===== src/design/btm_pkg.sv =====
`timescale 1ns / 1ps
`default_nettype none

package btm_pkg;

    localparam int unsigned PIX_W        = 8;
    localparam int unsigned COORD_W      = 10;
    localparam int unsigned THR_W        = 9;
    localparam int unsigned DIM_W        = 11;
    localparam int unsigned CFG_IDX_W    = 2;
    localparam int unsigned CFG_DATA_W   = 11;
    localparam int unsigned WIN_W        = 9;

    localparam int unsigned MAX_WIDTH_DEF = 1024;
    localparam int unsigned MAX_HEIGHT    = 1024;
    localparam int unsigned DIM_MIN       = 3;

    localparam logic [THR_W-1:0] THR_RESET    = 9'd30;
    localparam logic [DIM_W-1:0] WIDTH_RESET  = 11'd640;
    localparam logic [DIM_W-1:0] HEIGHT_RESET = 11'd480;

    localparam logic [PIX_W-1:0] FG_VALUE = 8'd255;
    localparam logic [PIX_W-1:0] BG_VALUE = 8'd0;
    localparam logic [WIN_W-1:0] WIN_FULL = 9'h1FF;

    typedef enum logic [CFG_IDX_W-1:0] {
        CFG_THRESHOLD = 2'd0,
        CFG_MODE      = 2'd1,
        CFG_WIDTH     = 2'd2,
        CFG_HEIGHT    = 2'd3
    } t_cfg_index;

    typedef enum logic {
        MODE_ERODE  = 1'b0,
        MODE_DILATE = 1'b1
    } t_mode;

    // control from the pixel pipeline to the line stores
    // wr_bits[1] goes to the middle row store, wr_bits[0] to the upper row store
    typedef struct packed {
        logic       rd_en;
        logic       wr_en;
        logic [1:0] wr_bits;
    } t_ls_ctrl;

endpackage

`default_nettype wire


===== src/design/btm_pix_if.sv =====
`timescale 1ns / 1ps
`default_nettype none

interface btm_pix_if;
    import btm_pkg::*;

    logic             valid;
    logic             ready;
    logic [PIX_W-1:0] pixel_in;

    modport source (output valid, output pixel_in, input ready);
    modport sink   (input valid, input pixel_in, output ready);
endinterface

`default_nettype wire


===== src/design/btm_res_if.sv =====
`timescale 1ns / 1ps
`default_nettype none

interface btm_res_if;
    import btm_pkg::*;

    logic               valid;
    logic               ready;
    logic [PIX_W-1:0]   pixel_out;
    logic [COORD_W-1:0] out_row;
    logic [COORD_W-1:0] out_col;

    modport source (output valid, output pixel_out, output out_row, output out_col,
                    input ready);
    modport sink   (input valid, input pixel_out, input out_row, input out_col,
                    output ready);
endinterface

`default_nettype wire


===== src/design/btm_cfg_if.sv =====
`timescale 1ns / 1ps
`default_nettype none

interface btm_cfg_if;
    import btm_pkg::*;

    logic                  valid;
    logic                  ready;
    logic [CFG_IDX_W-1:0]  index;
    logic [CFG_DATA_W-1:0] data;

    modport source (output valid, output index, output data, input ready);
    modport sink   (input valid, input index, input data, output ready);
endinterface

`default_nettype wire


===== src/design/btm_line_store.sv =====
`timescale 1ns / 1ps
`default_nettype none

module btm_line_store #(
    parameter int unsigned DEPTH = btm_pkg::MAX_WIDTH_DEF
) (
    input  wire logic                     i_clk,
    input  wire logic                     i_rst_n,
    input  wire btm_pkg::t_ls_ctrl        i_ctrl,
    input  wire logic [$clog2(DEPTH)-1:0] i_rd_addr,
    input  wire logic [$clog2(DEPTH)-1:0] i_wr_addr,
    output logic [1:0]                    o_rd_bits,
    output logic                          o_busy
);
    import btm_pkg::*;

    localparam int unsigned ADDR_W = $clog2(DEPTH);
    localparam logic [ADDR_W-1:0] LAST_ADDR = ADDR_W'(DEPTH - 1);

    // upper and middle row stores share the column address, so they sit side by side
    logic [1:0] mem [DEPTH];

    logic              r_clr_busy;
    logic [ADDR_W-1:0] r_clr_addr;
    logic [1:0]        r_rd_bits;

    always_ff @(posedge i_clk) begin
        if (!i_rst_n) begin
            r_clr_busy <= 1'b1;
            r_clr_addr <= '0;
        end else if (r_clr_busy) begin
            if (r_clr_addr == LAST_ADDR) begin
                r_clr_busy <= 1'b0;
            end
            r_clr_addr <= r_clr_addr + 1'b1;
        end
    end

    always_ff @(posedge i_clk) begin
        if (r_clr_busy) begin
            mem[r_clr_addr] <= 2'b00;
        end else if (i_ctrl.wr_en) begin
            mem[i_wr_addr] <= i_ctrl.wr_bits;
        end
    end

    always_ff @(posedge i_clk) begin
        if (i_ctrl.rd_en) begin
            r_rd_bits <= mem[i_rd_addr];
        end
    end

    assign o_rd_bits = r_rd_bits;
    assign o_busy    = r_clr_busy;

endmodule

`default_nettype wire


===== src/design/binary_threshold_morphology_3x3_top.sv =====
`timescale 1ns / 1ps
`default_nettype none

// channel   dir  modport  payload                          transaction
// i_pix     in   sink     pixel_in[7:0]                    valid & ready
// o_res     out  source   pixel_out[7:0] out_row out_col   valid & ready
// i_cfg     in   sink     index[1:0] data[10:0]            valid & ready, ready always high
//
// one pixel per clock while results are taken; a result passes the line store
// read, then the window update into the result register
// after reset the line stores are cleared one column a cycle, all MAX_WIDTH columns,
// and no pixel is taken during that sweep
// a stalled result holds the pipeline; a new pixel is still taken when the
// result register is about to be emptied in the same cycle

module binary_threshold_morphology_3x3_top #(
    parameter int unsigned MAX_WIDTH = btm_pkg::MAX_WIDTH_DEF
) (
    input  wire logic    i_clk,
    input  wire logic    i_rst_n,
    btm_pix_if.sink      i_pix,
    btm_res_if.source    o_res,
    btm_cfg_if.sink      i_cfg
);
    import btm_pkg::*;

    localparam int unsigned ADDR_W = $clog2(MAX_WIDTH);
    localparam int unsigned WW     = ($clog2(MAX_WIDTH + 1) > DIM_W) ?
                                     $clog2(MAX_WIDTH + 1) : DIM_W;

    // configuration
    logic [THR_W-1:0] r_threshold;
    t_mode            r_mode;
    logic [DIM_W-1:0] r_frame_width;
    logic [DIM_W-1:0] r_frame_height;

    always_ff @(posedge i_clk) begin
        if (!i_rst_n) begin
            r_threshold    <= THR_RESET;
            r_mode         <= MODE_ERODE;
            r_frame_width  <= WIDTH_RESET;
            r_frame_height <= HEIGHT_RESET;
        end else if (i_cfg.valid) begin
            case (t_cfg_index'(i_cfg.index))
                CFG_THRESHOLD: r_threshold    <= i_cfg.data[THR_W-1:0];
                CFG_MODE:      r_mode         <= t_mode'(i_cfg.data[0]);
                CFG_WIDTH:     r_frame_width  <= i_cfg.data[DIM_W-1:0];
                CFG_HEIGHT:    r_frame_height <= i_cfg.data[DIM_W-1:0];
                default: ;
            endcase
        end
    end

    assign i_cfg.ready = 1'b1;

    // clamped frame size
    logic [WW-1:0]    width_lim;
    logic [DIM_W-1:0] height_lim;

    always_comb begin
        if (WW'(r_frame_width) < WW'(DIM_MIN)) begin
            width_lim = WW'(DIM_MIN);
        end else if (WW'(r_frame_width) > WW'(MAX_WIDTH)) begin
            width_lim = WW'(MAX_WIDTH);
        end else begin
            width_lim = WW'(r_frame_width);
        end
        if (r_frame_height < DIM_W'(DIM_MIN)) begin
            height_lim = DIM_W'(DIM_MIN);
        end else if (r_frame_height > DIM_W'(MAX_HEIGHT)) begin
            height_lim = DIM_W'(MAX_HEIGHT);
        end else begin
            height_lim = r_frame_height;
        end
    end

    // handshake and pipeline control
    logic ls_busy;
    logic pix_accept;
    logic a_adv;

    logic               r_a_valid;
    logic               r_a_bin;
    logic               r_a_emit;
    logic [COORD_W-1:0] r_a_row;
    logic [COORD_W-1:0] r_a_col;
    logic [ADDR_W-1:0]  r_a_addr;

    logic               r_o_valid;
    logic [PIX_W-1:0]   r_o_pixel;
    logic [COORD_W-1:0] r_o_row;
    logic [COORD_W-1:0] r_o_col;

    assign a_adv       = r_a_valid && (!r_o_valid || o_res.ready);
    assign i_pix.ready = !ls_busy && (!r_a_valid || a_adv);
    assign pix_accept  = i_pix.valid && i_pix.ready;

    // raster position of the next pixel
    logic [COORD_W-1:0] r_col;
    logic [COORD_W-1:0] r_row;
    logic [COORD_W:0]   col_inc;
    logic [COORD_W:0]   row_inc;

    assign col_inc = {1'b0, r_col} + 1'b1;
    assign row_inc = {1'b0, r_row} + 1'b1;

    always_ff @(posedge i_clk) begin
        if (!i_rst_n) begin
            r_col <= '0;
            r_row <= '0;
        end else if (pix_accept) begin
            // at or past the limit wraps, so a smaller size takes effect at once
            if (WW'(col_inc) >= width_lim) begin
                r_col <= '0;
                if (DIM_W'(row_inc) >= height_lim) begin
                    r_row <= '0;
                end else begin
                    r_row <= row_inc[COORD_W-1:0];
                end
            end else begin
                r_col <= col_inc[COORD_W-1:0];
            end
        end
    end

    // stage a: line store read in flight
    always_ff @(posedge i_clk) begin
        if (!i_rst_n) begin
            r_a_valid <= 1'b0;
        end else if (pix_accept) begin
            r_a_valid <= 1'b1;
        end else if (a_adv) begin
            r_a_valid <= 1'b0;
        end
    end

    always_ff @(posedge i_clk) begin
        if (pix_accept) begin
            r_a_bin  <= {1'b0, i_pix.pixel_in} >= r_threshold;
            r_a_emit <= (r_row != '0) && (r_col != '0);
            r_a_row  <= r_row;
            r_a_col  <= r_col;
            r_a_addr <= ADDR_W'(r_col);
        end
    end

    t_ls_ctrl   ls_ctrl;
    logic [1:0] ls_rd_bits;

    assign ls_ctrl.rd_en   = pix_accept;
    assign ls_ctrl.wr_en   = a_adv;
    // middle row moves up, new binary pixel becomes the middle row
    assign ls_ctrl.wr_bits = {r_a_bin, ls_rd_bits[1]};

    btm_line_store #(
        .DEPTH (MAX_WIDTH)
    ) u_line_store (
        .i_clk     (i_clk),
        .i_rst_n   (i_rst_n),
        .i_ctrl    (ls_ctrl),
        .i_rd_addr (ADDR_W'(r_col)),
        .i_wr_addr (r_a_addr),
        .o_rd_bits (ls_rd_bits),
        .o_busy    (ls_busy)
    );

    // window shift: bit row*3+col, col 2 newest
    logic [WIN_W-1:0] r_window;
    logic [WIN_W-1:0] n_window;
    logic [2:0]       col_bits;
    logic             win_set;
    logic             border;

    assign col_bits = {r_a_bin, ls_rd_bits[1], ls_rd_bits[0]};

    always_comb begin
        for (int row = 0; row < 3; row++) begin
            n_window[row*3 +: 3] = {col_bits[row], r_window[row*3+2], r_window[row*3+1]};
        end
    end

    assign win_set = (r_mode == MODE_ERODE) ? (n_window == WIN_FULL) : (n_window != '0);
    // centre in row 0 or column 0
    assign border  = (r_a_row < COORD_W'(2)) || (r_a_col < COORD_W'(2));

    always_ff @(posedge i_clk) begin
        if (!i_rst_n) begin
            r_window  <= '0;
            r_o_valid <= 1'b0;
        end else if (a_adv) begin
            r_window  <= n_window;
            r_o_valid <= r_a_emit;
        end else if (o_res.ready) begin
            r_o_valid <= 1'b0;
        end
    end

    always_ff @(posedge i_clk) begin
        if (a_adv) begin
            r_o_pixel <= (win_set && !border) ? FG_VALUE : BG_VALUE;
            r_o_row   <= r_a_row - 1'b1;
            r_o_col   <= r_a_col - 1'b1;
        end
    end

    assign o_res.valid     = r_o_valid;
    assign o_res.pixel_out = r_o_pixel;
    assign o_res.out_row   = r_o_row;
    assign o_res.out_col   = r_o_col;

`ifndef SYNTH
    a_no_pixel_while_clearing: assert property (@(posedge i_clk) disable iff (!i_rst_n)
        ls_busy |-> !i_pix.ready)
        else $error("pixel ready during line store clear");

    a_binary_result: assert property (@(posedge i_clk) disable iff (!i_rst_n)
        r_o_valid |-> (r_o_pixel == FG_VALUE || r_o_pixel == BG_VALUE))
        else $error("result is not binary");

    a_border_is_zero: assert property (@(posedge i_clk) disable iff (!i_rst_n)
        (r_o_valid && r_o_pixel != BG_VALUE) |-> (r_o_row != '0 && r_o_col != '0))
        else $error("border centre set");

    a_stage_a_holds: assert property (@(posedge i_clk) disable iff (!i_rst_n)
        (r_a_valid && !a_adv) |=> (r_a_valid && $stable(r_a_addr) && $stable(r_a_bin)))
        else $error("stalled pixel lost in stage a");
`endif

endmodule

`default_nettype wire

===== src/flat_wrapper.sv =====
// flat-port wrapper written by rule: the top's interface ports become plain ports
module binary_threshold_morphology_3x3_top_flat import btm_pkg::*;
#(
    parameter int unsigned MAX_WIDTH = btm_pkg::MAX_WIDTH_DEF
)
  (i_clk, i_rst_n, i_pix_valid, i_pix_pixel_in, i_pix_ready, o_res_valid, o_res_pixel_out, o_res_out_row, o_res_out_col, o_res_ready, i_cfg_valid, i_cfg_index, i_cfg_data, i_cfg_ready);
  btm_pix_if i_pix_i ();
  btm_res_if o_res_i ();
  btm_cfg_if i_cfg_i ();
  input  wire logic i_clk;
  input  wire logic i_rst_n;
  input wire logic [$bits(i_pix_i.valid)-1:0] i_pix_valid;
  input wire logic [$bits(i_pix_i.pixel_in)-1:0] i_pix_pixel_in;
  output wire logic [$bits(i_pix_i.ready)-1:0] i_pix_ready;
  output wire logic [$bits(o_res_i.valid)-1:0] o_res_valid;
  output wire logic [$bits(o_res_i.pixel_out)-1:0] o_res_pixel_out;
  output wire logic [$bits(o_res_i.out_row)-1:0] o_res_out_row;
  output wire logic [$bits(o_res_i.out_col)-1:0] o_res_out_col;
  input wire logic [$bits(o_res_i.ready)-1:0] o_res_ready;
  input wire logic [$bits(i_cfg_i.valid)-1:0] i_cfg_valid;
  input wire logic [$bits(i_cfg_i.index)-1:0] i_cfg_index;
  input wire logic [$bits(i_cfg_i.data)-1:0] i_cfg_data;
  output wire logic [$bits(i_cfg_i.ready)-1:0] i_cfg_ready;
  assign i_pix_i.valid = i_pix_valid;
  assign i_pix_i.pixel_in = i_pix_pixel_in;
  assign i_pix_ready = i_pix_i.ready;
  assign o_res_valid = o_res_i.valid;
  assign o_res_pixel_out = o_res_i.pixel_out;
  assign o_res_out_row = o_res_i.out_row;
  assign o_res_out_col = o_res_i.out_col;
  assign o_res_i.ready = o_res_ready;
  assign i_cfg_i.valid = i_cfg_valid;
  assign i_cfg_i.index = i_cfg_index;
  assign i_cfg_i.data = i_cfg_data;
  assign i_cfg_ready = i_cfg_i.ready;
  binary_threshold_morphology_3x3_top #(.MAX_WIDTH(MAX_WIDTH)) u_core (.i_clk(i_clk), .i_rst_n(i_rst_n), .i_pix(i_pix_i), .o_res(o_res_i), .i_cfg(i_cfg_i));
endmodule

===== config.mk =====
export PLATFORM = sky130hd
export DESIGN_NAME = binary_threshold_morphology_3x3_top_flat
export DESIGN_NICKNAME = d
export VERILOG_FILES = /design/src/design/btm_pkg.sv /design/src/design/btm_pix_if.sv /design/src/design/btm_res_if.sv /design/src/design/btm_cfg_if.sv /design/src/design/btm_line_store.sv /design/src/design/binary_threshold_morphology_3x3_top.sv /design/src/flat_wrapper.sv
export SDC_FILE = /design/constraint.sdc
export NUM_CORES = 2
export LEC_CHECK = 0
export ABC_CLOCK_PERIOD_IN_PS = 26700
export BUFFER_PORTS_ARGS = -buffer_cell sky130_fd_sc_hd__buf_2
export CAP_MARGIN = 40
export CELL_PAD_IN_SITES_DETAIL_PLACEMENT = 1
export CELL_PAD_IN_SITES_GLOBAL_PLACEMENT = 2
export CORE_UTILIZATION = 40
export DETAILED_ROUTE_END_ITERATION = 10
export PLACE_DENSITY = 0.69
export SETUP_SLACK_MARGIN = 0.4
export SYNTH_ARGS = -nofsm -noshare
export SYNTH_HDL_FRONTEND = slang
export SYNTH_HIERARCHICAL = 1
export SYNTH_SLANG_ARGS = --single-unit
export TNS_END_PERCENT = 20

===== constraint.sdc =====
create_clock -name i_clk -period 26.7 [get_ports i_clk]
set_input_delay 0 -clock i_clk [delete_from_list [all_inputs] [get_ports i_clk]]
set_output_delay 0 -clock i_clk [all_outputs]
set_load 0.01 [all_outputs]

==> flow_summary.ini <==
[global_routing]
grt_pass1_wl_um = 393000
track_usage_pct = 24.4
met2_usage_pct = 39.4
use_met1_pct = 34.5
grt_max_degree = 252
gr-total-overflow = 0
grt-busiest-layer = met2
grt_pass1_vias = 53296
antenna_found_initial = 21
use_met3_pct = 3.30

[final_layout]
drive_gt1_share_pct = 18.1
fillCellCount = 21391
most-common-layout-cells = edfxtp_1, nor2_1, mux4_2
final_area_um2 = 101000
stdcell_count = 8760
syn_to_final_growth_pct = 13.0
nNetsFinal = 5662
layout_commonest_cell = edfxtp_1

[floorplan]
initial_utilization_pct = 40.3
ios = 57
dieArea_um2 = 226000
chipWidth_um = 476
num_rows = 173
die_h_um = 476
core-area_um2 = 223000

[status]
status = finished clean

[clock_tree]
cts_buffers = 223
cts_resized = 0
cts_sinks = 2164
insertion_delay_ns = 0.88
post_cts_buffers = 0
cts_root_buf = clkbuf_16
cts_tree = built
cts_max_level = 4
path_clk_slew_ns = 0.06
clk_path_buf_depth = 3

[worst_setup_path]
critical_path_class = flop to flop
start_kind = flop
cp-end-kind = flop
cp_max_fo = 44
required_ns = 27.31
cp.arrival_ns = 7.18

[power_and_ir_drop]
ir_worst_vdd_mv = 0.0584
totalPowerFinal_uw = 6770
p_leak_uw = 0.0293
powerDensity_nw_per_um2 = 66.7

[timing]
worst_pin_slew_ns = 1.31
holdWs_ns = 0.148
final_max_slew_viol_count = 0
finClkSkew_ns = 0.0362
maxSlewHeadroom_pct = 12.7
grt_setup_unrepaired = no
finalSetupViolCount = 0
fin_crit_sh_pct = 24.6
tns_ns = 0
hold_viol = 0
max_freq_ghz = 0.152
post-route-min-period_ns = 6.58

[logic_synthesis]
post_synth.cell_area_avg_um2 = 16.4
syn_nets = 5549
synthesis.area_um2 = 89700
synth_flop_cell = edfxtp_1
ys_warn_count = 6
synth_cells = 5486
synth-edff-count = 2093
synthDistinctLibCells = 77
synthArstFlopShare_pct = 0
ys_ff_latch = 2164
seq_area_frac_synth_pct = 71.6

[placed_design]
portBuffers = 55
gp_congestion = 0.787
hpwlAfterDp_um = 161000
place_area_um2 = 94000
dp_cells = 8302

[route]
drtIter0Drc = 5806
wl_per_cell_um = 31.4
routed_wirelength_um = 275000
vias_per_cell = 5.86
via_count = 51301
drc = 0
drtPass1Iterations = 5
ant_nets = 0

[worst_hold_path]
hold_class = primary input to flop

[flow_run]
cap_violations = 0
-- where the power goes --
part / internal, uW / switching (uW) / total, uW
registers: 3670 / 2.28 / 3670
logic: 19.0 / 45.7 / 64.7
clock network: 1710 / 1320 / 3040
-- final timing paths --
check                                     end  slack (ns)                     start  cells after the start
max reg2reg  u_core/u_line_store/o_rd_bits[0]       20.12           u_core/r_col[0]                     13
min                             u_core/r_mode        0.15               i_cfg_valid                      5
max          u_core/u_line_store/o_rd_bits[0]       20.12           u_core/r_col[0]                     13
min reg2reg          u_core/r_frame_height[1]        0.46  u_core/r_frame_height[1]                      2
-- logic make-up after synthesis --
| family | share of synthesized area (%) |
|---|---|
| compound gates | 3.67 |
| xor+xnor | 0.390 |
| fa+ha+maj | 0.516 |
| buf+inv | 2.75 |
| flops | 71.6 |
| mux | 13.7 |
| other cells | 0.00418 |
| simple gates | 7.36 |
-- repair_timing --
action / 4_1_cts / 5_1_grt
hold buffers: 47 / 0
setup endpoints to repair: 0 / 0
hold endpoints to repair: 66 / 0
-- state kept, by name (all words and copies together) (netlist names), 6 cells and up --
register                        flops
u_core/r_col                       10
u_core/r_frame_height              11
u_core/u_line_store/mem          2048
u_core/r_frame_width               11
u_core/u_line_store/r_clr_addr     10
u_core/r_a_row                     10
u_core/o_res.out_col               10
u_core/r_threshold                  9
u_core/r_window                     6
u_core/r_a_addr                    10
u_core/o_res.out_row               10
u_core/r_row                       10
-- stage by stage --
step | utilization, % | setup slack (ns)
final | 45.6 | 20.12
after global routing | 45.6 | 19.74
after CTS | 45.6 | 20.09
after detailed placement | 42.2 | 20.09
after global placement | 41.8 | 19.84
after floorplan | - | 9.06
-- worst max-delay path, stage by stage (launching register included) --
cell       delay [ns]
dfxtp_4          0.76
buf_4            0.69
buf_4            0.32
buf_16           0.30
buf_4            0.71
buf_4            0.72
buf_4            0.68
mux4_2           0.59
mux4_2           0.49
o22a_1           0.23
nand3_1          0.13
nor4_1           0.07
a31oi_1          0.24
o2111ai_1        0.14
-- layout make-up --
cell class | instances | area (um2) | share of cell area, %
flip-flops and latches | 2164 | 64300 | 63.4
inverters | 38 | 148 | 0.146
repair buffers | 301 | 2970 | 2.92
multi-input cells | 2871 | 23300 | 23.0
clock buffers | 279 | 5900 | 5.81
clock inverters | 129 | 1120 | 1.10
diodes | 3 | 7.51 | 0.00740
well taps | 2975 | 3720 | 3.67
-- layer usage --
layer  part of all wire [%]  routed length (um)  vias to the layer above
met2                     48              132000                     1817
met5                      0                   0                        -
met1                     43              118000                    27601
met4                    2.6                7060                        0
li1                       -                   -                    21515
met3                    6.6               18100                      368
-- Yosys cell counts (21+ instances only) --
| library cell | instances | area (um2) |
|---|---|---|
| xor2_1 | 21 | 184 |
| inv_1 | 34 | 128 |
| edfxtp_1 | 2093 | 62900 |
| buf_2 | 50 | 250 |
| buf_1 | 60 | 225 |
| a22oi_1 | 38 | 285 |
| nor2_1 | 1094 | 4110 |
| buf_4 | 33 | 248 |
| nand2b_1 | 28 | 175 |
| ha_1 | 37 | 463 |
| o21ai_0 | 45 | 225 |
| a21oi_1 | 122 | 611 |
| clkbuf_1 | 204 | 766 |
| nor3_1 | 66 | 330 |
| mux2i_1 | 267 | 2670 |
| buf_6 | 40 | 450 |
| nand2_1 | 254 | 953 |
| o221ai_1 | 94 | 823 |
| nand3_1 | 47 | 235 |
| dfxtp_1 | 71 | 1420 |
| o22ai_1 | 65 | 407 |
| mux4_2 | 416 | 9370 |
Note: power is estimated with default switching activity, not from simulation.
